[src/rtl/rbx_pkg.sv]
// Shared constants, types and helpers for the ray box exit point block.
// No dependencies; every other file imports this package.
package rbx_pkg;

	localparam int POS_W     = 32;
	localparam int LOW_W     = 32;
	localparam int DIR_W     = 18;
	localparam int EXT_PW    = 16;
	localparam int DIV_STEPS = 4;

	typedef logic [2:0] face_t;

	localparam face_t FACE_NX   = 3'd0;
	localparam face_t FACE_PX   = 3'd1;
	localparam face_t FACE_NY   = 3'd2;
	localparam face_t FACE_PY   = 3'd3;
	localparam face_t FACE_NZ   = 3'd4;
	localparam face_t FACE_PZ   = 3'd5;
	localparam face_t FACE_NONE = 3'd6;

	function automatic int other_axis(input int a, input int j);
		if (a == 0) begin
			return j + 1;
		end
		if (a == 1) begin
			return (j == 0) ? 0 : 2;
		end
		return j;
	endfunction

endpackage

[src/rtl/rbx_div.sv]
// Pipelined restoring divider with saturation, a few quotient bits per stage.
// Depends on rbx_pkg.
module rbx_div import rbx_pkg::*; #(
	parameter int PW = 51,
	parameter int QB = 34
) (
	input  logic             clk,
	input  logic             en,
	input  logic [PW-1:0]    prod,
	input  logic [DIR_W-1:0] den_mag,
	input  logic             neg,
	output logic [QB-1:0]    quo,
	output logic             neg_o
);

	localparam int NST = (QB + DIV_STEPS - 1) / DIV_STEPS;
	localparam int NB  = NST * DIV_STEPS;

	logic [DIR_W-1:0] rem_s [0:NST];
	logic [NB-1:0]    dvd_s [0:NST];
	logic [NB-1:0]    quo_s [0:NST];
	logic [DIR_W-1:0] c_s   [0:NST];
	logic             neg_s [0:NST];
	logic             sat_s [0:NST];

	assign rem_s[0] = DIR_W'(prod >> NB);
	assign dvd_s[0] = prod[NB-1:0];
	assign quo_s[0] = '0;
	assign c_s[0]   = den_mag;
	assign neg_s[0] = neg;
	assign sat_s[0] = (prod >> QB) >= PW'(den_mag);

	for (genvar g = 0; g < NST; g++) begin : g_stage
		logic [DIR_W:0]   r;
		logic [NB-1:0]    d;
		logic [NB-1:0]    q;

		always_comb begin
			r = {1'b0, rem_s[g]};
			d = dvd_s[g];
			q = quo_s[g];
			for (int i = 0; i < DIV_STEPS; i++) begin
				r = {r[DIR_W-1:0], d[NB-1]};
				d = d << 1;
				if (r >= {1'b0, c_s[g]}) begin
					r = r - {1'b0, c_s[g]};
					q = {q[NB-2:0], 1'b1};
				end else begin
					q = {q[NB-2:0], 1'b0};
				end
			end
		end

		always_ff @(posedge clk) begin
			if (en) begin
				rem_s[g+1] <= r[DIR_W-1:0];
				dvd_s[g+1] <= d;
				quo_s[g+1] <= q;
				c_s[g+1]   <= c_s[g];
				neg_s[g+1] <= neg_s[g];
				sat_s[g+1] <= sat_s[g];
			end
		end
	end

	assign quo   = sat_s[NST] ? '1 : quo_s[NST][QB-1:0];
	assign neg_o = neg_s[NST];

endmodule

[config.mk]
export PLATFORM = sky130hd
export DESIGN_NAME = rbx_div
export DESIGN_NICKNAME = d
export VERILOG_FILES = /design/src/rtl/rbx_pkg.sv /design/src/rtl/rbx_div.sv
export SDC_FILE = /design/constraint.sdc
export NUM_CORES = 2
export LEC_CHECK = 0
export BUFFER_PORTS_ARGS = -buffer_cell sky130_fd_sc_hd__buf_2
export CAP_MARGIN = 20
export CORE_MARGIN = 5
export CORE_UTILIZATION = 51
export DETAILED_ROUTE_END_ITERATION = 6
export PLACE_DENSITY = 0.67
export SETUP_SLACK_MARGIN = 0.3
export SLEW_MARGIN = 20
export SYNTH_ARGS = -nofsm -noshare
export SYNTH_HDL_FRONTEND = slang
export SYNTH_SLANG_ARGS = --single-unit
[constraint.sdc]
create_clock -name clk -period 27.6 [get_ports clk]
set_clock_uncertainty 0.15 [all_clocks]
set_input_delay 1.38 -clock clk [delete_from_list [all_inputs] [get_ports clk]]
set_output_delay 1.38 -clock clk [all_outputs]
set_load 0.05 [all_outputs]
=== After elaboration in Yosys (flattened, before gate mapping) ===
Index checks and enable logic that the tools add are counted.

* Memory bits (read-only): 0
* Output and inout bits: 35
* Memory bits (writable): 0
* Register bits: 612
* Latch bits: 0
* Memories: 0

* Mux-type cells: 70
* Shift operators: 0
* $lt $le $gt $ge: 37
* Bitwise logic cells: 0
* Multipliers: 0
* Add/subtract/negate cells: 35
* Reduce and logical (&&, ||, !) cells: 0
* Div/mod/pow operators: 0
* Equality and inequality tests: 0

{| class="wikitable"
|+ Operator list
! kind !! count
|-
| greater-or-equal comparator 19 x 18 -> 1 bit || 35
|-
| two-way mux 18 bit || 35
|-
| subtractor 18 bit || 34
|-
| two-way mux 1 bit || 34
|-
| two-way mux 34 bit || 1
|-
| greater-or-equal comparator 16 x 18 -> 1 bit || 1
|-
| greater-or-equal comparator 17 x 18 -> 1 bit || 1
|-
| subtractor 16 x 18 -> 18 bit || 1
|}

=== Depth between registers and ports, before layout ===
* Depth in word-level cells: 8
* Mapped depth: 54
* Mapped depth without buffers: 48

=== Worst setup path before layout ===
No wires, ideal clock.

* Path type: in2reg
* From: input port prod[35]
* To: register rem_s[155] (netlist name) (data pin)
* Slack: 15.146 ns
* Stages on the path: 50
* Arrival: 12.044 ns
* Buffers on the path: 6
* Cell sequence: inv_1 ha_1 inv_1 fa_1 a211oi_1 o21ai_0 a31oi_1 a211oi_1 o22a_1 o211ai_1 clkbuf_1 mux2_2 ha_1 o21a_1 o31a_1 o31a_1 o21ai_0 nor3_1 [... 14 more ...] clkbuf_1 clkbuf_1 o21ai_0 inv_1 ha_1 nor2b_1 o21ai_0 a21o_1 a21oi_1 a21boi_0 a21oi_1 a221o_1 or4_1 a31oi_1 o211a_1 buf_2 buf_2 mux2_2

* Word-level cells in the longest chain between the ends: 8
* Elaborated cells between the ends (all ways): 12

{| class="wikitable"
|+ Ends and longest elaborated chain
! what !! line !! RTL
|-
| start, declared || rbx_div.sv:9 || <nowiki>input logic [PW-1:0] prod,</nowiki>
|-
| subtractor 16 x 18 -> 18 bit or greater-or-equal comparator 16 x 18 -> 1 bit (tied branches) || rbx_div.sv:46, rbx_div.sv:45 ||
|-
| two-way mux 18 bit * || rbx_div.sv:45 || <nowiki>if (r >= {1'b0, c_s[g]}) begin</nowiki>
|-
| subtractor 18 bit or greater-or-equal comparator 19 x 18 -> 1 bit (tied branches) || rbx_div.sv:46, rbx_div.sv:45 ||
|-
| two-way mux 18 bit * || rbx_div.sv:45 ||
|-
| subtractor 18 bit or greater-or-equal comparator 19 x 18 -> 1 bit (tied branches) || rbx_div.sv:46, rbx_div.sv:45 ||
|-
| two-way mux 18 bit * || rbx_div.sv:45 ||
|-
| subtractor 18 bit or greater-or-equal comparator 19 x 18 -> 1 bit (tied branches) || rbx_div.sv:46, rbx_div.sv:45 ||
|-
| two-way mux 18 bit * || rbx_div.sv:45 ||
|-
| named net g_stage[0].r[11] || rbx_div.sv:34 || <nowiki>logic [DIR_W:0] r;</nowiki>
|-
| end signal, assigned by index || rbx_div.sv:56 || <nowiki>rem_s[g+1] <= r[DIR_W-1:0];</nowiki>
|-
| end, declared || rbx_div.sv:19 || <nowiki>logic [DIR_W-1:0] rem_s [0:NST];</nowiki>
|}

The timed path passes the listed nets; every way through them passes the cells marked *.
A chain may end at the register's enable or synchronous reset.

=== Worst setup path in the final report ===
* From: register c_s[37] (netlist name)
* To: register rem_s[31] (netlist name) (data pin)

* Word-level cells in the longest chain between the ends: 8
* Elaborated cells between the ends (all ways): 12

{| class="wikitable"
|+ Ends and longest elaborated chain
! what !! line !! RTL
|-
| start, declared || rbx_div.sv:22 || <nowiki>logic [DIR_W-1:0] c_s [0:NST];</nowiki>
|-
| start signal, assigned by index || rbx_div.sv:59 || <nowiki>c_s[g+1] <= c_s[g];</nowiki>
|-
| subtractor 18 bit or greater-or-equal comparator 19 x 18 -> 1 bit (tied branches) || rbx_div.sv:46, rbx_div.sv:45 ||
|-
| two-way mux 18 bit || rbx_div.sv:45 ||
|-
| subtractor 18 bit or greater-or-equal comparator 19 x 18 -> 1 bit (tied branches) || rbx_div.sv:46, rbx_div.sv:45 ||
|-
| two-way mux 18 bit || rbx_div.sv:45 ||
|-
| subtractor 18 bit or greater-or-equal comparator 19 x 18 -> 1 bit (tied branches) || rbx_div.sv:46, rbx_div.sv:45 ||
|-
| two-way mux 18 bit || rbx_div.sv:45 ||
|-
| subtractor 18 bit or greater-or-equal comparator 19 x 18 -> 1 bit (tied branches) || rbx_div.sv:46, rbx_div.sv:45 ||
|-
| two-way mux 18 bit * || rbx_div.sv:45 ||
|-
| named net g_stage[7].r[13] || rbx_div.sv:34 ||
|}

Marked as above.

==> results.py <==
metrics = {
    "cts": {
        "root_buffer": "clkbuf_16",
        "clk_pin_slew_worst_paths_ps": 60,
        "hold_buffers": 0,
        "postCtsSetupRepairBufs": 0,
        "cts_resized": 0,
        "clkSinkCount": 612,
        "numCtsBuffers": 72,
        "cts_tree": "done",
        "ctsLongestPathBuffers": 3,
        "cts_htree_levels": 3,
        "clk_latency_ps": 650,
    },
    "yosys": {
        "ys_seq_area_share_pct": 33.0,
        "synth.avg_cell_area_um2": 9.51,
        "synth_top_area_share_pct": 33.0,
        "yosys_warnings": 0,
        "synth_most_common_cell": "ha_1",
        "synth-edff-count": 612,
        "synth_fp_nets": 6633,
        "synth_area_leaders": "edfxtp_1 (33%), ha_1 (15%), mux2_2 (5.1%)",
        "synthArstFlopShare_pct": 0,
        "netlist_instances": 5864,
        "synth_top_cell_by_area": "edfxtp_1",
        "synth_flop_cell": "edfxtp_1",
        "synth_area_um2": 55700,
        "synthTopCellsByCount": "ha_1 (662), edfxtp_1 (612), a21oi_1 (507)",
        "ys_types": 90,
        "synth_seq_cells": 612,
    },
    "placement": {
        "port_buffers": 106,
        "dp_hpwl_mm": 113,
        "gp_congestion": 0.923,
        "pre_cts_ws_ps": 14150,
    },
    "routing": {
        "drtAntennaViolNets": 0,
        "routed_via_density": 6.04,
        "first_iter_violations": 3758,
        "drcViolationCount": 0,
        "dr.pass1.iters": 5,
        "routedWlPerCell_um": 19.4,
        "wirelength_mm": 144,
        "vias": 45000,
    },
    "timing": {
        "final.min_clock_period_ps": 13310,
        "grt_setup_unrepaired": "no",
        "slew_headroom_pct": 29.1,
        "worst_pin_slew_ps": 1060,
        "fin_crit_sh_pct": 48.2,
        "hold_viol": 0,
        "setup_viol": 0,
        "fin_ws_ps": 14290,
        "fmax_ghz": 0.0751,
        "finalSetupTns_ps": 0,
        "slew_violations": 0,
    },
    "critical_path": {
        "worstPathArrival_ps": 13540,
        "crit_family": "compound AO/OA/AOI/OAI gates",
        "critical_path.endpoint": "rem_s[31]",
        "cp.required_ps": 27830,
        "reg2regPathDepth": 43,
        "slowest_delay_ps": 660,
        "reg2reg_slack_ps": 14290,
        "crit_fanout": 22,
        "startpoint": "c_s[37]",
        "crit_type": "flip-flop to flip-flop",
        "slowest_stage": "edfxtp_1",
        "reg2reg_from": "c_s[37]",
        "r2r-end": "rem_s[31]",
        "startpoint_type": "flip-flop",
        "crit_path_end_kind": "flip-flop",
        "crit_cells": 43,
        "cp_num_buf_inv": 7,
    },
    "floorplanning": {
        "rows": 121,
        "die_area_um2": 116000,
        "chipWidth_um": 341,
        "coreArea_um2": 109000,
        "boundaryPins": 107,
        "initial_utilization_pct": 51.3,
        "die_h_um": 341,
    },
    "grt": {
        "top_usage_layer": "met2",
        "grt_overflow": 0,
        "grt_pass1_vias": 42300,
        "use_met1_pct": 34.7,
        "groute.usage.overall_pct": 24.0,
        "grt_antenna_before_repair": 6,
        "grt_pass1_wl_mm": 227,
        "gr-usage-met2_pct": 38.3,
        "grt_max_degree": 92,
        "use_met3_pct": 3.21,
    },
    "status": {
        "outcome": "complete, no violations",
    },
    "finish": {
        "nets": 6741,
        "drive_gt1_share_pct": 10.1,
        "syn2layout_area_growth_pct": 8.22,
    },
    "run": {
        "drv_cap": 0,
    },
    "hold_path": {
        "hold_path_class": "flip-flop to flip-flop",
    },
}
[flip-flops by register name, indices dropped and copies added, names as in the netlist]
name	cells
sat_s	9
dvd_s	144
c_s	144
neg_s	8
rem_s	144
neg_o	1
quo_s	162
[worst min-delay path by stage]
stage	from	end	slack (ps)	cells past startpoint
2_1_floorplan	dvd_s[132]	dvd_s[100]	250	0
3_3_place_gp	quo_s[82]	quo_s[50]	250	0
3_5_place_dp	dvd_s[136]	dvd_s[104]	250	0
4_1_cts	quo_s[217]	quo_s[185]	260	0
5_1_grt	neg_s[4]	neg_s[3]	270	0
6_report	quo_s[217]	quo_s[185]	260	0
[area by class of cell]
type                    instances  area (um2)
well taps                    1414        1770
clock buffers                  83        1860
diodes                          3        7.51
flip-flops and latches        612       18400
inverters                     397        1490
clock inverters                50         556
repair buffers                141         803
fillers                      9667       48400
multi-input cells            4748       35500
[stage by stage]
stage               hold WS, ps  instances  instance area (um2)  util [%]
finish                      256       7448                60300      55.5
detailed placement          255       7312                57900      53.3
CTS                         257       7445                60300      55.5
floorplan                   250       5864                55700         -
global placement            250       7312                57900      53.3
global route                266       7445                60300      55.5
[placed cells by master (no fill, tap or decap), drive strengths merged, types with 105 or more instances in the layout]
cell type,instances
o21ai,377
xnor2,308
nand3,108
xor2,159
a21o,204
nand2,367
nor2,403
mux2,260
ha,662
buf,141
a21oi,507
o21a,105
inv,409
edfxtp,612
nor3,108
[worst register-to-register path, delay by kind of cell, from the launching register on]
family	cells	cell delay, ps
simple gates	8	2590
compound gates	23	6160
fa+ha+maj	4	1240
flops	1	660
mux	1	380
buf+inv	7	1870
[kinds of logic (layout without fill, tap and decap cells)]
kind of cell,Yosys count,count (layout),synth area share [%]
compound gates,1714,1714,19.9
xor+xnor,467,467,7.34
fa+ha+maj,697,697,16.1
buf+inv,504,671,3.45
flops,612,612,33.0
mux,332,332,6.62
other cells,0,3,0
simple gates,1538,1538,13.6
[layer usage]
layer	wire [um]	vias to the layer above
li1	-	22200
met1	68200	21400
met2	64000	1240
met3	9010	184
met4	3120	0
met5	0	-
Power is left out: the tool's default activity adds up to more than one toggle a clock period on the data nets, which glitch-free logic cannot reach.
