File: src/rtl/rbx_pkg.sv
// Shared constants, types and helpers for the ray box exit point block.
// No dependencies; every other file imports this package.
package rbx_pkg;

	localparam int POS_W     = 32;
	localparam int LOW_W     = 32;
	localparam int DIR_W     = 18;
	localparam int EXT_PW    = 16;
	localparam int DIV_STEPS = 4;

	typedef logic [2:0] face_t;

	localparam face_t FACE_NX   = 3'd0;
	localparam face_t FACE_PX   = 3'd1;
	localparam face_t FACE_NY   = 3'd2;
	localparam face_t FACE_PY   = 3'd3;
	localparam face_t FACE_NZ   = 3'd4;
	localparam face_t FACE_PZ   = 3'd5;
	localparam face_t FACE_NONE = 3'd6;

	function automatic int other_axis(input int a, input int j);
		if (a == 0) begin
			return j + 1;
		end
		if (a == 1) begin
			return (j == 0) ? 0 : 2;
		end
		return j;
	endfunction

endpackage

File: src/rtl/rbx_dly.sv
// Enabled delay line that carries side data alongside the divider stages.
// Depends on rbx_pkg only by convention of the project.
module rbx_dly import rbx_pkg::*; #(
	parameter int W = 8,
	parameter int N = 2
) (
	input  logic         clk,
	input  logic         en,
	input  logic [W-1:0] d,
	output logic [W-1:0] q
);

	logic [W-1:0] dly_s [0:N-1];

	always_ff @(posedge clk) begin
		if (en) begin
			dly_s[0] <= d;
			for (int i = 1; i < N; i++) begin
				dly_s[i] <= dly_s[i-1];
			end
		end
	end

	assign q = dly_s[N-1];

endmodule

File: config.mk
export PLATFORM = sky130hd
export DESIGN_NAME = rbx_dly
export DESIGN_NICKNAME = d
export VERILOG_FILES = /design/src/rtl/rbx_pkg.sv /design/src/rtl/rbx_dly.sv
export SDC_FILE = /design/constraint.sdc
export NUM_CORES = 1
export LEC_CHECK = 0
export BUFFER_PORTS_ARGS = -buffer_cell sky130_fd_sc_hd__buf_2
export CAP_MARGIN = 20
export CORE_AREA = 4 4 41 43
export CTS_CLUSTER_DIAMETER = 60
export DETAILED_ROUTE_END_ITERATION = 8
export DIE_AREA = 0 0 45 47
export GPL_TIMING_DRIVEN = 0
export HOLD_SLACK_MARGIN = 0.12
export MAX_ROUTING_LAYER = met4
export PLACE_DENSITY = 0.71
export SLEW_MARGIN = 0
export SYNTH_ARGS = -nofsm -noshare
export SYNTH_HDL_FRONTEND = slang
export SYNTH_SLANG_ARGS = --single-unit
File: constraint.sdc
create_clock -name clk -period 0.8 [get_ports clk]
set_input_delay 0.16 -clock clk [delete_from_list [all_inputs] [get_ports clk]]
set_output_delay 0.16 -clock clk [all_outputs]
set_load 0.005 [all_outputs]
# Word level (Yosys, flattened, before mapping)
# Memory sizes are Yosys's and may differ from the RTL's.
# Index checks and enable logic that the tools add are counted.
[word_totals]
ramBits = 16
mem_count = 1
rom_bits = 0
reg_bits = 0
latch_bits = 0
word_cells = 3
[memory_table]
columns = ["memory", "words", "width", "rd", "rd_clocked_by_memory_dff", "write_ports", "line", "rtl"]
rows = [
  ["dly_s", 2, 8, 2, 0, 2, "rbx_dly.sv:13", "logic [W-1:0] dly_s [0:N-1];"],
]
[op_classes]
n_lt_le_gt_ge = 0
reduce_logical = 0
eq_ne = 0
mux = 2
mul = 0
n_div = 0
shifts = 0
addsub = 0
bitwise_logic = 0
[op_table]
columns = ["cell", "n"]
rows = [
  ["2-to-1 mux 1 bit", 2],
]

# Depth between registers and ports, before layout
# Gate-level depths: netlist of the first run.
[depth]
depth_word = 2
ltp_mapped = 1
mapped_depth_nobuf = 0

# Least setup slack after synthesis of the first run
# Ideal clock, no wire load.
[synth_path]
path_kind = "register to output"
from = "mem dly_s[1][0], in the netlist dly_s[0][8]"
to = "out q[0]"
stages_incl_launch_ff = 2
arrival_ns = 0.467
n_path_buf = 1
path_slack_ns = 0.173
cell_sequence = "edfxtp_1 -> buf_4"
[synth_lines]
columns = ["item", "line", "rtl"]
rows = [
  ["from (decl)", "rbx_dly.sv:13", ""],
  ["to (decl)", "rbx_dly.sv:10", "output logic [W-1:0] q"],
]

==> run summary, run 1 <==
The most used flip-flop cell after synthesis is edfxtp_1. Ranked by total cell area, the synthesized netlist is headed by edfxtp_1 89%, buf_4 11%. Setup repair after global routing could not meet its margin everywhere.

The floorplan step set the die height to 47 um. The largest registers in the layout are dly_s: 16 flops. The worst endpoint data arrival time is 0.77 ns. The clock period minus final worst setup slack works out to 0.929 ns. TritonCTS built the clock tree. The tools report the endpoint of the worst hold path as dly_s[0][6]. Grouping stages by cell kind, the critical path spends the most delay in flip-flops. For the final worst-path setup slack, the log shows -0.129 ns. The share of the clock period used by the worst path after layout is 1.16. The number of warnings reported in the yosys synthesis log is 0, and the number of enable flip-flop cells after synthesis is 16.

The worst endpoint required time was 0.64 ns. The run gives 541 sq um as the cell area after synthesis. The TritonCTS sink count was 16; the final setup violation count was 8. The most repeated cell in the gate-level netlist after synthesis was edfxtp_1.

After clock tree synthesis, the repair step resized 0 gates. Kind of capture point of the worst setup path: an output pin. The fraction of final layout cells sized beyond drive strength 1 is 0.455, and the number of distinct standard cells referenced by the synthesized netlist is 2. VDD sags by at most 0.000957 V. The tools report the initial antenna violation count as 0.

For flop-to-flop paths, the worst setup slack is 0.18 ns. 0 antenna diodes ended up in the layout. The congestion estimate from routability-driven global placement came to 0.608. The core region is 1300 sq um. Counting flops per register, the top entry is dly_s. The power density over the cells was 2130 nW/um^2. Between clock sinks in the finished design, the worst skew comes to 0.00125 ns. Mean post-synth cell area: 22.5 sq um.

The kind of start point of the critical path was a flip-flop. Total count of hold-check failures in the final report: 0. After detailed routing, the total wire length is 619 um.

The number of flip-flops in the largest register works out to 16. The setup path with the least slack is of type reg -> out. The checks that failed: setup timing. The peak fanout along the critical path works out to 1. Traced cell by cell, the critical path runs through buf_2. In the final routed layout, each cell accounts on average for 10.5 um.

Counting flops and latches in the post-synthesis netlist gives 16. The first global-routing pass estimated 1.12 mm of wire. The clock slew seen by the registers of the worst setup and hold paths is 0.07 ns, and the all-layer global routing usage is 0.0834. Entering global routing, the biggest net connects 17 pins. The initial core utilization is 0.415.

The static leakage power is 0.271 nW. Hold path startpoint: en. The flow ran to the end, but the final reports show violations. The number of buffers on the longest clock path is 2, and the area of the die is 2120 sq um. The detail route stage leaves a number of antenna-violating nets equal to 0. In the layout the tool counted multi-input logic cells amounting to 0.

Relative to the synthesized area, the layout overhead comes to 27.1%. In this run, the number of DRC markers left after iteration 0 of detailed routing was 2. The net count reported at finish came out at 56. The share of flip-flops with an asynchronous set or reset after synthesis works out to 0. In this run the critical register-to-register path is captured at dly_s[0][13].

Number of maximum-capacitance violations: 0. During I/O placement, the number of pins put on the boundary was 18. Counting every net in the synthesized netlist gives 34.

The floorplan has 13 rows. Number of H-tree levels: 1. For this design, the slowest cell found on the critical path is edfxtp_1. After detailed routing, the number of remaining DRC violations is 0.

The run gives 0 as the final max-slew violation count. The run gives 0 as the post-CTS setup-driven buffer insertion count. The total via count in the routed design came out at 243. The fraction of post-synthesis cell area in the top cell type by area is 0.889, and the depth of the worst register-to-register path is 0. The path class of the tightest hold or removal check is in -> reg. The worst hold path stage count is 1, and the worst setup timing slack at the placement stage is 0.0119 ns. For this run, the slowest stage of the critical path takes 0.37 ns. The buffer and inverter count on the worst path came out at 1. The combined area of the multi-input logic cells is 0 sq um, and the via density per instance is 4.12.

Instance count of the mapped netlist: 24. By count the netlist is led by 16 x edfxtp_1, 8 x buf_4. The tools report the sequential share of the synthesized area as 0.889.

Number of fillers in the final layout: 111. The final cell utilization of the core was 0.528. The worst register-to-register path begins at dly_s[0][5].

Derived from the worst setup path, the maximum achievable clock frequency is 1080 MHz. In this run the tool buffered the top-level ports with 17 buffer cells. In this run the horizontal extent of the chip is 45 um. At the pin with the least slew margin, the transition time is 0.309 ns.

The remaining max-slew budget at the tightest pin was 0.794; the length of the first detailed-routing pass in iterations was 2. The tools report the number of global-route vias before repair as 267. The tools report the root cell of the clock tree as clkbuf_4. For the TritonCTS buffer count, the log shows 3. The total overflow left after global routing is 0. The library cell with the largest summed area after synthesis is edfxtp_1. The clock network latency to the later pin of the worst-skew pair is 0.27 ns.
==> through the flow <==
step                area (sq um)  std cells  setup TNS [ns]  hold slack [ns]  power (mW)
floorplan                    541         24               0            0.259        1.06
global placement             644         56               0            0.337        1.12
detailed placement           644         56               0            0.338        1.12
CTS                          687         59           -1.07            0.295        1.49
global route                 687         59           -1.35            0.300        1.55
finish                       687         59          -0.922            0.299        1.47
==> where the power goes <==
part | switching (mW) | internal (mW) | total (mW)
Sequential | 0.0123 | 0.993 | 1.00
Clock | 0.195 | 0.174 | 0.369
Combinational | 0.0344 | 0.0571 | 0.0915
Total | 0.242 | 1.22 | 1.47
==> cell usage in the layout (no fill, tap or decap) <==
| cell type | n |
|---|---|
| buf_2 | 17 |
| edfxtp_1 | 16 |
| dlygate4sd3_1 | 8 |
| clkbuf_4 | 3 |
==> final cells by class <==
| class | count | area (sq um) | area share |
|---|---|---|---|
| flip-flops and latches | 16 | 480 | 0.699 |
| repair buffers | 25 | 165 | 0.240 |
| clock buffers | 3 | 22.5 | 0.0328 |
| well taps | 15 | 18.8 | 0.0273 |
==> worst max path at each step <==
| stage | from | endpoint | cells past startpoint | slack (ns) |
|---|---|---|---|---|
| finish | dly_s[0][13] | q[5] | 1 | -0.13 |
| global route | dly_s[0][15] | q[7] | 1 | -0.18 |
| global placement | en | dly_s[0][10] | 1 | 0.02 |
| CTS | dly_s[0][13] | q[5] | 1 | -0.14 |
| floorplan | dly_s[0][8] | q[0] | 1 | 0.17 |
| detailed placement | en | dly_s[0][5] | 1 | 0.01 |
==> metal layers <==
| metal | global-route usage | vias up | wire length, um |
|---|---|---|---|
| met1 | 0.0873 | 106 | 223 |
| met5 | - | - | 0 |
| met4 | 0.0702 | 0 | 6 |
| met2 | 0.119 | 15 | 306 |
| li1 | - | 120 | - |
| met3 | 0.0383 | 2 | 82 |
==> logic make-up after synthesis <==
group / after synthesis / share of synthesized area
buf+inv: 8 / 0.111
flops: 16 / 0.889
==> what timing repair did <==
| action | in CTS | in global routing |
|---|---|---|
| pin swaps | 0 | 0 |
| endpoints found under the hold margin | 8 | 0 |
| setup endpoints to repair | 8 | 8 |
| hold buffers | 8 | 0 |
(Power assumes the default switching activity.)
==> inputs of run 2 (changes only) <==
- BUFFER_PORTS_ARGS: -buffer_cell sky130_fd_sc_hd__buf_2 -> -buffer_cell sky130_fd_sc_hd__buf_4
==> run summary, run 2 (same netlist as run 1, synthesis figures left out) <==
The final cell utilization of the core is 0.563. Endpoint of the worst hold path: dly_s[0][15]. In this run the remaining antenna-violating nets after routing total 0. The run finished, with violations left.

TritonCTS created 3 clock buffers. Slowest cell on the critical path: edfxtp_1. The total I/O pin count came out at 18.

The horizontal die dimension is 45 um. The tools report the critical register-to-register path startpoint as dly_s[0][5]. The number of H-tree levels is 1.

The checks that failed: setup timing. After layout, the minimum clock period comes to 0.942 ns. Clock-pin slew was measured on the worst setup and hold paths at 0.08 ns. The tools report the worst endpoint data arrival time as 0.78 ns.

The net count of the finished layout is 56. TritonCTS built the clock tree. The die extent in y is 47 um, and the count of multi-input combinational gates is 0. The run gives 8 as the final setup violation count. The initialized floorplan defines 13 standard-cell rows. The peak fanout along the critical path works out to 1.

The number of I/O port buffers was 17. In this run the power density over the cells is 2060 nW/um^2. The run gives 0.000944 V as the worst IR drop on VDD. For the number of global-route vias before repair, the log shows 263. The worst endpoint required time came out at 0.64 ns. The share of the clock period used by the worst path after layout works out to 1.18. Setup repair after global routing could not meet its margin everywhere. The tightest min-delay check is of the in -> reg type.

Across the run, the number of max-cap violations was 0. The tools report the total count of hold-check failures in the final report as 0. The internal portion of the total power is 1.25 mW. The completed layout was analyzed and its total power is 1.51 mW. At the later pin of the worst-skew pair, clock insertion delay measures 0.27 ns.

STA classifies the critical path startpoint as a flip-flop. The setup check on the worst reg-to-reg path leaves a slack of 0.17 ns. Fraction of power consumed by the clock network: 0.252.

Depth of the worst register-to-register path: 0. Counting flops per register, the top entry is dly_s. The run gives 0 as the final max-slew violation count. The combined area of the multi-input logic cells is 0 sq um. The start-to-end type of the worst setup path was reg -> out. The post-layout instance count excluding filler cells was 59; the via density per instance was 4.03. The final worst-path setup slack was -0.142 ns. The all-layer global routing usage was 0.0801.

The worst hold path stage count is 1. The fraction of final layout cells sized beyond drive strength 1 works out to 0.455. In this run the clock root is driven by a clkbuf_4. The largest registers in the layout are dly_s: 16 flops. For the remaining max-slew budget at the tightest pin, the log shows 0.876. The clock passes through at most 2 buffers. The routed layout has 238 vias. The power share of the sequential group is 0.668, and the core area is 1300 sq um.

For this design the total switching power over the nets is 0.256 mW. The length of the first detailed-routing pass in iterations is 2, and the final weighted congestion of routability-driven global placement is 0.601. The number of flip-flops in the largest register came out at 16. The logs give 0 for the initial antenna violation count and 0.247 ns for the post-route worst hold slack.

The combinational cell fraction of total power was 0.079. Setup total negative slack on the finished layout was measured at -1.08 ns. Once the clock tree was built, the setup fixing pass inserted 0 buffers.

Proportion of total power due to net switching: 0.170. Critical path's top delay family: flip-flops. The startpoint identified for the worst hold timing path is en. The buffer and inverter count on the worst path was 1; the peak clock frequency supported by timing was 1060 MHz. The die covers 2120 sq um. The initial core utilization was 0.415. The library cells used most frequently in the layout, excluding fill and tap cells, are 16 x edfxtp_1, 16 x buf_4, 8 x dlygate4sd3_1, 3 x clkbuf_4, 1 x buf_6. Summed over all layers, the global routing overflow is 0. Entering global routing, the biggest net connects 17 pins. The average wire per cell in the routed design works out to 10.1 um. The TritonCTS sink count came out at 16.

The first-pass GRT wire length was 1.11 mm; the peak per-stage delay on the critical path was 0.37 ns. After detailed placement, the design holds a cell count of 56. The total inserted antenna cells came out at 0. The worst setup path is captured at an output pin. The number of design rule violations left after detail routing came out at 0. Summed over all cells, the static leakage comes to 0.287 nW. The tools report the total wirelength of the detailed-routed design as 595 um. Walking the worst path, the cells encountered are buf_4.

In this run the critical register-to-register path is captured at dly_s[0][13]. Clock skew on the completed layout was measured at 0.000245 ns. From synthesis to final layout, the design area changed by 35.6%. The number of violations reported at the end of detailed-routing iteration 0 was 10; the transition time at the pin with the least slew margin was 0.186 ns.
run 2: worst max path at each step:
stage	slack, ns	cells past startpoint	start	to
after global routing	-0.20	1	dly_s[0][12]	q[4]
after global placement	0.05	2	dly_s[0][10]	q[2]
after CTS	-0.16	1	dly_s[0][8]	q[0]
after detailed placement	0.02	2	dly_s[0][8]	q[0]
final	-0.14	1	dly_s[0][8]	q[0]
after floorplan	0.17	1	dly_s[0][8]	q[0]
run 2: final cells by class:
type	count	area, sq um
repair buffers	25	211
well taps	15	18.8
flip-flops and latches	16	480
fillers	109	568
clock buffers	3	22.5
run 2: power groups by stage:
stage / Combinational [mW] / Clock (mW) / Sequential, mW
6_report: 0.120 / 0.380 / 1.01
5_1_grt: 0.131 / 0.445 / 1.02
3_5_place_dp: 0.125 / 0 / 1.03
3_3_place_gp: 0.122 / 0 / 1.02
4_1_cts: 0.120 / 0.393 / 1.01
2_1_floorplan: 0.0398 / 0 / 1.02
run 2: layer usage:
metal	share of wire	track usage
met2	0.48	0.116
met5	0	-
met1	0.36	0.0875
met3	0.14	0.0268
met4	0.010	0.0702
run 2: through the flow:
stage	instance area [sq um]	worst slack [ns]
2_1_floorplan	541	0.173
3_3_place_gp	687	0.0526
3_5_place_dp	687	0.0204
4_1_cts	729	-0.161
5_1_grt	733	-0.197
6_report	733	-0.142
run 2: timing repair:
action,CTS,global route
endpoints found under the setup margin,8,8
hold buffers,8,0
hold endpoints to repair,8,0
resized for setup,0,1
