--- src/rtl/rbx_pkg.sv ---
// Shared constants, types and helpers for the ray box exit point block.
// No dependencies; every other file imports this package.
package rbx_pkg;

	localparam int POS_W     = 32;
	localparam int LOW_W     = 32;
	localparam int DIR_W     = 18;
	localparam int EXT_PW    = 16;
	localparam int DIV_STEPS = 4;

	typedef logic [2:0] face_t;

	localparam face_t FACE_NX   = 3'd0;
	localparam face_t FACE_PX   = 3'd1;
	localparam face_t FACE_NY   = 3'd2;
	localparam face_t FACE_PY   = 3'd3;
	localparam face_t FACE_NZ   = 3'd4;
	localparam face_t FACE_PZ   = 3'd5;
	localparam face_t FACE_NONE = 3'd6;

	function automatic int other_axis(input int a, input int j);
		if (a == 0) begin
			return j + 1;
		end
		if (a == 1) begin
			return (j == 0) ? 0 : 2;
		end
		return j;
	endfunction

endpackage

--- src/rtl/rbx_mul.sv ---
// Front stage of one offset lane: magnitudes, sign and the wide product.
// Depends on rbx_pkg.
module rbx_mul import rbx_pkg::*; #(
	parameter int DW = 34,
	localparam int PW = DW - 1 + DIR_W
) (
	input  logic                    clk,
	input  logic                    en,
	input  logic signed [DW-1:0]    pdist,
	input  logic signed [DIR_W-1:0] num,
	input  logic signed [DIR_W-1:0] den,
	output logic [PW-1:0]           prod_s1,
	output logic [DIR_W-1:0]        den_mag_s1,
	output logic                    neg_s1
);

	logic [DW-1:0]    dist_abs;
	logic [DW-2:0]    dist_mag;
	logic [DIR_W-1:0] num_mag;
	logic [DIR_W-1:0] den_mag;
	logic [PW-1:0]    prod;

	always_comb begin
		dist_abs = pdist[DW-1] ? DW'(-pdist) : DW'(pdist);
		dist_mag = dist_abs[DW-2:0];
		num_mag  = num[DIR_W-1] ? DIR_W'(-num) : DIR_W'(num);
		den_mag  = den[DIR_W-1] ? DIR_W'(-den) : DIR_W'(den);
		prod     = PW'(dist_mag) * PW'(num_mag);
	end

	always_ff @(posedge clk) begin
		if (en) begin
			prod_s1    <= prod;
			den_mag_s1 <= den_mag;
			neg_s1     <= pdist[DW-1] ^ num[DIR_W-1] ^ den[DIR_W-1];
		end
	end

endmodule

--- config.mk ---
export PLATFORM = sky130hd
export DESIGN_NAME = rbx_mul
export DESIGN_NICKNAME = d
export VERILOG_FILES = /design/src/rtl/rbx_pkg.sv /design/src/rtl/rbx_mul.sv
export SDC_FILE = /design/constraint.sdc
export NUM_CORES = 1
export LEC_CHECK = 0
export ABC_AREA = 1
export BUFFER_PORTS_ARGS = -buffer_cell sky130_fd_sc_hd__buf_2
export CORE_MARGIN = 5
export CORE_UTILIZATION = 59
export CTS_CLUSTER_DIAMETER = 40
export DETAILED_ROUTE_END_ITERATION = 6
export PLACE_DENSITY = 0.81
export RECOVER_POWER = 25
export SLEW_MARGIN = 20
export SYNTH_ARGS = -nofsm -noshare
export SYNTH_HDL_FRONTEND = slang
export SYNTH_SLANG_ARGS = --single-unit
export TNS_END_PERCENT = 1
--- constraint.sdc ---
create_clock -name clk -period 8.05 [get_ports clk]
set_input_delay 1.61 -clock clk [delete_from_list [all_inputs] [get_ports clk]]
set_output_delay 1.61 -clock clk [all_outputs]
set_load 0.005 [all_outputs]
## Word level (Yosys, flattened, before mapping)

Index checks and enable logic that the tools add are counted.

| cells by class | value |
|---|---|
| $add $sub $neg | 3 |
| multipliers | 1 |
| multiplexer cells | 3 |
| bitwise logic cells | 2 |

Operator list:

| operator | count |
|---|---|
| $mul 33x18->51 | 1 |
| $neg 18->18 | 2 |
| $mux 33 | 1 |
| $neg 33->33 | 1 |
| $mux 18 | 1 |
| $mux 17 | 1 |
| $xor 1x1->1 | 2 |

| storage, ports and cells | value |
|---|---|
| flip-flop bits (word level) | 70 |
| input port bits | 72 |
| output and inout bits | 70 |

## Logic depth before layout (Yosys ltp)

Gate-level depths: netlist of the first run.

| logic depth | value |
|---|---|
| depth after elaboration | 3 |
| mapped depth | 37 |
| mapped depth without buffers | 35 |

## Worst setup path before layout of the first run

No wires, ideal clock.

| path | value |
|---|---|
| path type | input-to-reg |
| start point | input pdist[0] |
| end point | register prod_s1[45], data pin |
| library setup time | 252 ps |
| arrival | 7514 ps |
| required time | 7798 ps |
| setup slack | 283 ps |
| stages on the path | 32 |
| path buffers | 2 |
| cells stage by stage | inv_2 -> clkbuf_1 -> ha_1 -> nand2_1 -> nor2_2 -> nand2_1 -> nor2_4 -> o21ai_0 -> nand2_1 -> buf_2 -> nand2_1 -> fa_1 -> fa_1 -> inv_1 -> fa_1 -> inv_1 -> fa_1 -> inv_1 -> fa_1 -> inv_1 -> fa_1 -> inv_1 -> ha_1 -> nand2_1 -> nor2_1 -> nand2_1 -> nor2_1 -> nand2_1 -> nand3_1 -> nand2_1 -> nand3_1 -> nand2_1 |

| on the way | value |
|---|---|
| word-level cells in the longest chain between the ends | 3 |

RTL lines:

| item | RTL line | RTL |
|---|---|---|
| start: declaration | rbx_mul.sv:9 | `input logic signed [DW-1:0] pdist,` |
| $neg 33->33 | rbx_mul.sv:24 | `dist_abs = pdist[DW-1] ? DW'(-pdist) : DW'(pdist);` |
| $mux 33 * | rbx_mul.sv:24 |  |
| $mul 33x18->51 * | rbx_mul.sv:28 | `prod = PW'(dist_mag) * PW'(num_mag);` |
| via prod[45] | rbx_mul.sv:21 | `logic [PW-1:0] prod;` |
| end signal: assignment | rbx_mul.sv:33 | `prod_s1 <= prod;` |
| end: declaration | rbx_mul.sv:12 | `output logic [PW-1:0] prod_s1,` |

The timed path passes the listed nets; every way through them passes the cells marked *.
A chain may end at the register's enable or synchronous reset.

## Final worst setup path of the first run

| path | value |
|---|---|
| start point | input pdist[0] |
| end point | register prod_s1[37], data pin |

The elaborated chain is that of the path after synthesis.

==> PnR_summary.wiki, run 1 <==
{| class="wikitable"
! Metric !! Value
|-
| Result of the run || complete, but fails checks
|-
| Failing checks || capacitance limit, slew limit
|-
| Worst slew slack as a fraction of its limit || -0.09877
|-
| Worst-path fanout max || 12
|-
| Final-layout fill cell count || 3385
|-
| Ratio of routed vias to standard cells || 5.350
|-
| Number of instances in the synthesized netlist || 3163
|-
| Setup violators final || 0
|-
| Layout cell share with drive strength beyond 1 || 0.1184
|-
| Floorplan Core Area || 40010 um2
|-
| Die Y || 211.6 um
|-
| Synthesized net count || 3859
|-
| Kind of end point of the critical path || register
|-
| Number of top-level design ports || 142
|-
| DRT iter0 DRCs || 1825
|-
| Cell type of the slowest stage on the worst timing path || sky130_fd_sc_hd__fa_1
|-
| Top cells by area, synth || sky130_fd_sc_hd__fa_1 41%, sky130_fd_sc_hd__nand2_1 13%, sky130_fd_sc_hd__inv_1 13%, sky130_fd_sc_hd__edfxtp_1 8.8%, sky130_fd_sc_hd__ha_1 6.7%
|-
| Highest cell delay on the worst timing path || 0.57 ns
|-
| Remaining design rule violation count || 0
|-
| Crit start category || input port
|-
| Share of the cycle needed by the critical path after routing || 0.9584
|-
| Final sum of negative setup slack || 0 ns
|-
| Yosys warning count || 0
|-
| Detailed Route WL || 69550 um
|-
| Arrival @ worst endpoint || 7.82 ns
|-
| Number of instances on the worst hold path || 1
|-
| Final period demand of the worst path || 7.715 ns
|-
| Largest net degree at the start of global routing || 71
|-
| Synth cell types || 44
|-
| Most numerous cell in the Yosys netlist || sky130_fd_sc_hd__nand2_1
|-
| Slew @ Worst Pin || 1.648 ns
|-
| Stages on the worst setup path || 30
|-
| Clock H-tree levels || 3
|-
| Hpwl dp || 59840 um
|-
| Total setup buffers inserted after CTS || 0
|-
| Maximum frequency from static timing analysis || 129.6 MHz
|-
| Clock tree root buffer cell || sky130_fd_sc_hd__clkbuf_16
|-
| Wire length of the first global-routing pass || 112900 um
|-
| RSZ-0062 raised after global routing || yes
|-
| Cell type with the largest total area after synthesis || sky130_fd_sc_hd__fa_1
|-
| Max cap viols || 1
|-
| Number of iterations in the first detailed-routing pass || 6
|-
| Aggregate global-route resource usage || 0.3211
|-
| Worst path required time || 8.15 ns
|-
| Gate family responsible for the most delay along the worst path || adder cells
|-
| Count of flip-flops with a built-in enable after synthesis || 70
|-
| Final Hold Vio Count || 0
|-
| Cell Area, Placed || 26530 um2
|-
| Proportion of synthesized chip area in sequential cells || 0.08768
|-
| Area enclosed by the die boundary || 44760 um2
|-
| Post-route standard cell area excluding fillers || 26880 um2
|-
| Starting utilization of the core area || 0.5992
|-
| Final cell utilization of the core || 0.6719
|-
| Synthesized area || 23970 um2
|-
| Setup Slack @ Placement || -0.1118 ns
|-
| Final worst-path setup slack || 0.3348 ns
|-
| Floorplan row count || 73
|-
| Syn-to-layout area delta || 12.13%
|-
| Antenna violation net count after detailed routing || 0
|-
| Inserted Diodes || 0
|-
| Final weighted congestion in routability-driven placement || 1.005
|-
| Final global-route overflow total || 0
|-
| Most common cell on crit path || sky130_fd_sc_hd__nand2_1
|-
| Max-slew violation count || 31
|-
| Synth Register Bits || 70
|-
| CTS Hold Bufs || 0
|-
| Initial antenna violation count || 3
|-
| Async set-or-reset flop fraction in the synthesized netlist || 0
|-
| Die extent in x || 211.6 um
|-
| List of most frequent post-synthesis cells || 852 x sky130_fd_sc_hd__nand2_1, 819 x sky130_fd_sc_hd__inv_1, 496 x sky130_fd_sc_hd__fa_1
|-
| Clk sink count || 70
|-
| Maximum clock path buffer count || 2
|-
| Worst path buffer plus inverter count || 7
|-
| # nets final || 4111
|-
| Min-delay worst type || in2reg
|-
| Top_reg_cell synth || sky130_fd_sc_hd__edfxtp_1
|-
| Post-synthesis area per instance || 7.579 um2
|-
| Number of global-route vias before repair || 22314
|-
| Clock slew seen by the registers of the worst setup and hold paths || 0.06 ns
|-
| TritonCTS clock tree || done
|-
| Fraction of synthesized cell area taken by the top area cell type || 0.4142
|-
| Worst Path Class, Setup || in2reg
|-
| Post-DR wirelength/cell || 17.63 um
|-
| TritonCTS buffer count || 9
|-
| Number of input and output port buffers inserted || 141
|-
| DR vias || 21106
|}
[flip-flops by register name, summed over array words and instances, names as in the netlist]
signal      count
den_mag_s1     18
neg_s1          1
prod_s1        51
[metal layers]
layer / vias to the layer above / GRT usage / wire length [um] / part of all wire
met5: - / 0 / 47 / 0.00068
met4: 6 / 0.1766 / 4795 / 0.069
met3: 322 / 0.06283 / 5849 / 0.084
met2: 1026 / 0.5434 / 33680 / 0.48
met1: 10125 / 0.3875 / 25170 / 0.36
li1: 9627 / - / - / -
[area by class of cell]
| cell class | count | area [um2] | share of cell area |
|---|---|---|---|
| clock buffer | 9 | 225.2 | 0.008378 |
| clock inverter | 7 | 72.57 | 0.002700 |
| inverter | 831 | 3128 | 0.1164 |
| multi-input combinational | 2170 | 18340 | 0.6822 |
| sequential | 70 | 2102 | 0.07820 |
| tap | 525 | 656.9 | 0.02444 |
| timing repair buffer | 333 | 2359 | 0.08774 |
[through the flow]
stage                     hold WS (ns)  instances
after floorplan                  1.709       3163
after global placement           1.805       3929
after detailed placement         1.804       3929
after CTS                        1.449       3945
after global routing             1.447       3945
final                            1.454       3945
[path summary, 6_finish.rpt]
kind / start / endpoint / slack [ns]
min: den[0] / den_mag_s1[0] / 1.45
max: pdist[0] / prod_s1[37] / 0.33
[timing repair]
action                                 4_1_cts  5_1_grt
setup endpoints to repair                    0       22
endpoints found under the hold margin        0        0
gates resized for setup                      0       28
[placed cells by master (no fill, tap or decap), types with 12 or more instances in the layout]
| master | instances |
|---|---|
| sky130_fd_sc_hd__buf_12 | 20 |
| sky130_fd_sc_hd__inv_1 | 818 |
| sky130_fd_sc_hd__nand2_2 | 20 |
| sky130_fd_sc_hd__nand2_1 | 847 |
| sky130_fd_sc_hd__o21ai_0 | 12 |
| sky130_fd_sc_hd__edfxtp_1 | 70 |
| sky130_fd_sc_hd__ha_1 | 128 |
| sky130_fd_sc_hd__nor2_2 | 21 |
| sky130_fd_sc_hd__fa_1 | 496 |
| sky130_fd_sc_hd__buf_2 | 113 |
| sky130_fd_sc_hd__buf_4 | 171 |
| sky130_fd_sc_hd__clkbuf_1 | 29 |
| sky130_fd_sc_hd__xor2_1 | 46 |
| sky130_fd_sc_hd__nor2_1 | 299 |
| sky130_fd_sc_hd__nand3_1 | 172 |
| sky130_fd_sc_hd__nand4_1 | 15 |
| sky130_fd_sc_hd__a21oi_1 | 40 |
[cell families (layout without fill, tap and decap cells)]
logic type / after synthesis / after routing / synth area share
AO/OA/AOI/OAI: 75 / 75 / 0.01743
AND/OR/NAND/NOR: 1412 / 1412 / 0.2395
adder cells (fa/ha/maj): 624 / 624 / 0.4810
buffers and inverters: 923 / 1180 / 0.1511
flip-flops: 70 / 70 / 0.08768
XOR/XNOR: 59 / 59 / 0.02328
Power of run 1 is not shown: default switching activity piles up to over one toggle a cycle in this logic, so the estimate is an artifact.
==> run 2, diff against run 1 <==
- CTS_BUF_LIST: default -> sky130_fd_sc_hd__clkbuf_8
==> PnR_summary.wiki, run 2 (synthesis gave the netlist of run 1 again) <==
{| class="wikitable"
! Metric !! Value
|-
| Result of the run || complete, but fails checks (unchanged)
|-
| Failing checks || capacitance limit, slew limit (unchanged)
|-
| Antenna violation net count after detailed routing || 0 (unchanged)
|-
| DRT iter0 DRCs || 1936 (was 1825)
|-
| Worst slew slack as a fraction of its limit || -1.605 (was -0.09877)
|-
| Number of iterations in the first detailed-routing pass || 7 (was 6)
|-
| TritonCTS buffer count || 9 (unchanged)
|-
| Final global-route overflow total || 0 (unchanged)
|-
| Maximum frequency from static timing analysis || 128.9 MHz (was 129.6 MHz)
|-
| Final-layout fill cell count || 3410 (was 3385)
|-
| Final period demand of the worst path || 7.755 ns (was 7.715 ns)
|-
| Total setup buffers inserted after CTS || 0 (unchanged)
|-
| Final cell utilization of the core || 0.6691 (was 0.6719)
|-
| Max-slew violation count || 102 (was 31)
|-
| Largest net degree at the start of global routing || 71 (unchanged)
|-
| Max cap viols || 2 (was 1)
|-
| Layout cell share with drive strength beyond 1 || 0.1184 (unchanged)
|-
| Post-DR wirelength/cell || 17.56 um (was 17.63 um)
|-
| DR vias || 21196 (was 21106)
|-
| Arrival @ worst endpoint || 7.90 ns (was 7.82 ns)
|-
| RSZ-0062 raised after global routing || yes (unchanged)
|-
| Clock slew seen by the registers of the worst setup and hold paths || 0.09 ns (was 0.06 ns)
|-
| Syn-to-layout area delta || 11.66% (was 12.13%)
|-
| Maximum clock path buffer count || 2 (unchanged)
|-
| Area enclosed by the die boundary || 44760 um2 (unchanged)
|-
| Cell type of the slowest stage on the worst timing path || sky130_fd_sc_hd__fa_1 (unchanged)
|-
| Commonest cells after routing, fill and taps aside || 849 x sky130_fd_sc_hd__nand2_1, 818 x sky130_fd_sc_hd__inv_1, 496 x sky130_fd_sc_hd__fa_1 (was 847 x sky130_fd_sc_hd__nand2_1, 818 x sky130_fd_sc_hd__inv_1, 496 x sky130_fd_sc_hd__fa_1)
|-
| Hpwl dp || 59840 um (unchanged)
|-
| Slew @ Worst Pin || 3.907 ns (was 1.648 ns)
|-
| Clk sink count || 70 (unchanged)
|-
| Aggregate global-route resource usage || 0.3192 (was 0.3211)
|-
| Worst path required time || 8.19 ns (was 8.15 ns)
|-
| TritonCTS clock tree || done (unchanged)
|-
| # nets final || 4111 (unchanged)
|-
| Area of combinational cells with multiple inputs || 18320 um2 (was 18340 um2)
|-
| Clock H-tree levels || 3 (unchanged)
|-
| Storage element area || 2102 um2 (unchanged)
|-
| Register with the most flip-flops || prod_s1 (unchanged)
|-
| Worst Path Class, Setup || in2reg (unchanged)
|-
| Final Hold Vio Count || 0 (unchanged)
|-
| Highest cell delay on the worst timing path || 0.55 ns (was 0.57 ns)
|-
| Most common cell on crit path || sky130_fd_sc_hd__nand2_1 (unchanged)
|-
| Initial antenna violation count || 3 (unchanged)
|-
| Final weighted congestion in routability-driven placement || 1.005 (unchanged)
|-
| Floorplan Core Area || 40010 um2 (unchanged)
|-
| Ratio of routed vias to standard cells || 5.372 (was 5.350)
|-
| Floorplan row count || 73 (unchanged)
|-
| Min-delay worst type || in2reg (unchanged)
|-
| Worst-path fanout max || 4 (was 12)
|-
| Regs by FF count || prod_s1 x51, den_mag_s1 x18, neg_s1 x1 (unchanged)
|-
| Max FFs per register || 51 (unchanged)
|-
| Starting utilization of the core area || 0.5992 (unchanged)
|-
| Number of global-route vias before repair || 22272 (was 22314)
|-
| Number of input and output port buffers inserted || 141 (unchanged)
|-
| Die extent in x || 211.6 um (unchanged)
|-
| Die Y || 211.6 um (unchanged)
|-
| Share of the cycle needed by the critical path after routing || 0.9634 (was 0.9584)
|-
| Detailed Route WL || 69310 um (was 69550 um)
|-
| Most common cell after layout, fill and taps aside || sky130_fd_sc_hd__nand2_1 (unchanged)
|-
| Clock tree root buffer cell || sky130_fd_sc_hd__clkbuf_8 (was sky130_fd_sc_hd__clkbuf_16)
|-
| Remaining design rule violation count || 0 (unchanged)
|-
| Kind of end point of the critical path || register (unchanged)
|-
| Setup violators final || 0 (unchanged)
|-
| Wire length of the first global-routing pass || 112500 um (was 112900 um)
|-
| Crit start category || input port (unchanged)
|-
| Number of top-level design ports || 142 (unchanged)
|}
run 2: changes by cell type in the layout (fill, tap and decap cells not counted), sizes merged:
cell / before / now
buf: 304 / 309
clkbuf: 38 / 33
diode: 0 / 1
run 2: final cells by class:
cell class,count,share of cell area
diodes,1,0.00009348
repair buffers,333,0.08825
flip-flops and latches,70,0.07853
inverters,831,0.1169
clock inverters,7,0.002711
multi-input cells,2170,0.6844
clock buffers,9,0.004627
well taps,525,0.02454
run 2: repair_timing:
item                       in CTS  in global routing
setup endpoints to repair       0                 22
hold buffers                    0                  0
resized for setup               0                 23
run 2: routing by layer:
| metal | wire, um | up-vias | global-route usage |
|---|---|---|---|
| met5 | 29 | - | 0 |
| met4 | 4760 | 4 | 0.1748 |
| met3 | 6056 | 325 | 0.06017 |
| met2 | 33440 | 1068 | 0.5405 |
| met1 | 25020 | 10170 | 0.3865 |
| li1 | - | 9629 | - |
run 2: critical path: cells and delay by family:
| family | cells | cell delay [ns] |
|---|---|---|
| compound gates | 1 | 0.23 |
| xor+xnor | 2 | 0.43 |
| simple gates | 10 | 1.23 |
| fa+ha+maj | 8 | 3.67 |
| buf+inv | 7 | 0.70 |
run 2: path summary, 6_finish.rpt:
kind	start	depth (start not counted)	slack, ns	endpoint
setup / recovery	pdist[0]	28	0.29	prod_s1[23]
hold / removal	den[0]	1	1.44	den_mag_s1[0]
run 2: stage by stage:
step                      instances   TNS, ns  hold slack, ns  cell area [um2]  worst slack (ns)
after floorplan                3163         0           1.709            23970            0.2834
after detailed placement       3929   -0.4392           1.804            26530           -0.1118
after global routing           3945  -0.03128           1.427            26770          -0.03128
after global placement         3929   -0.2379           1.805            26530           -0.1206
after CTS                      3945         0           1.439            26730            0.2136
final                          3946         0           1.445            26770            0.2949
Power of run 2 is left out for the same reason.
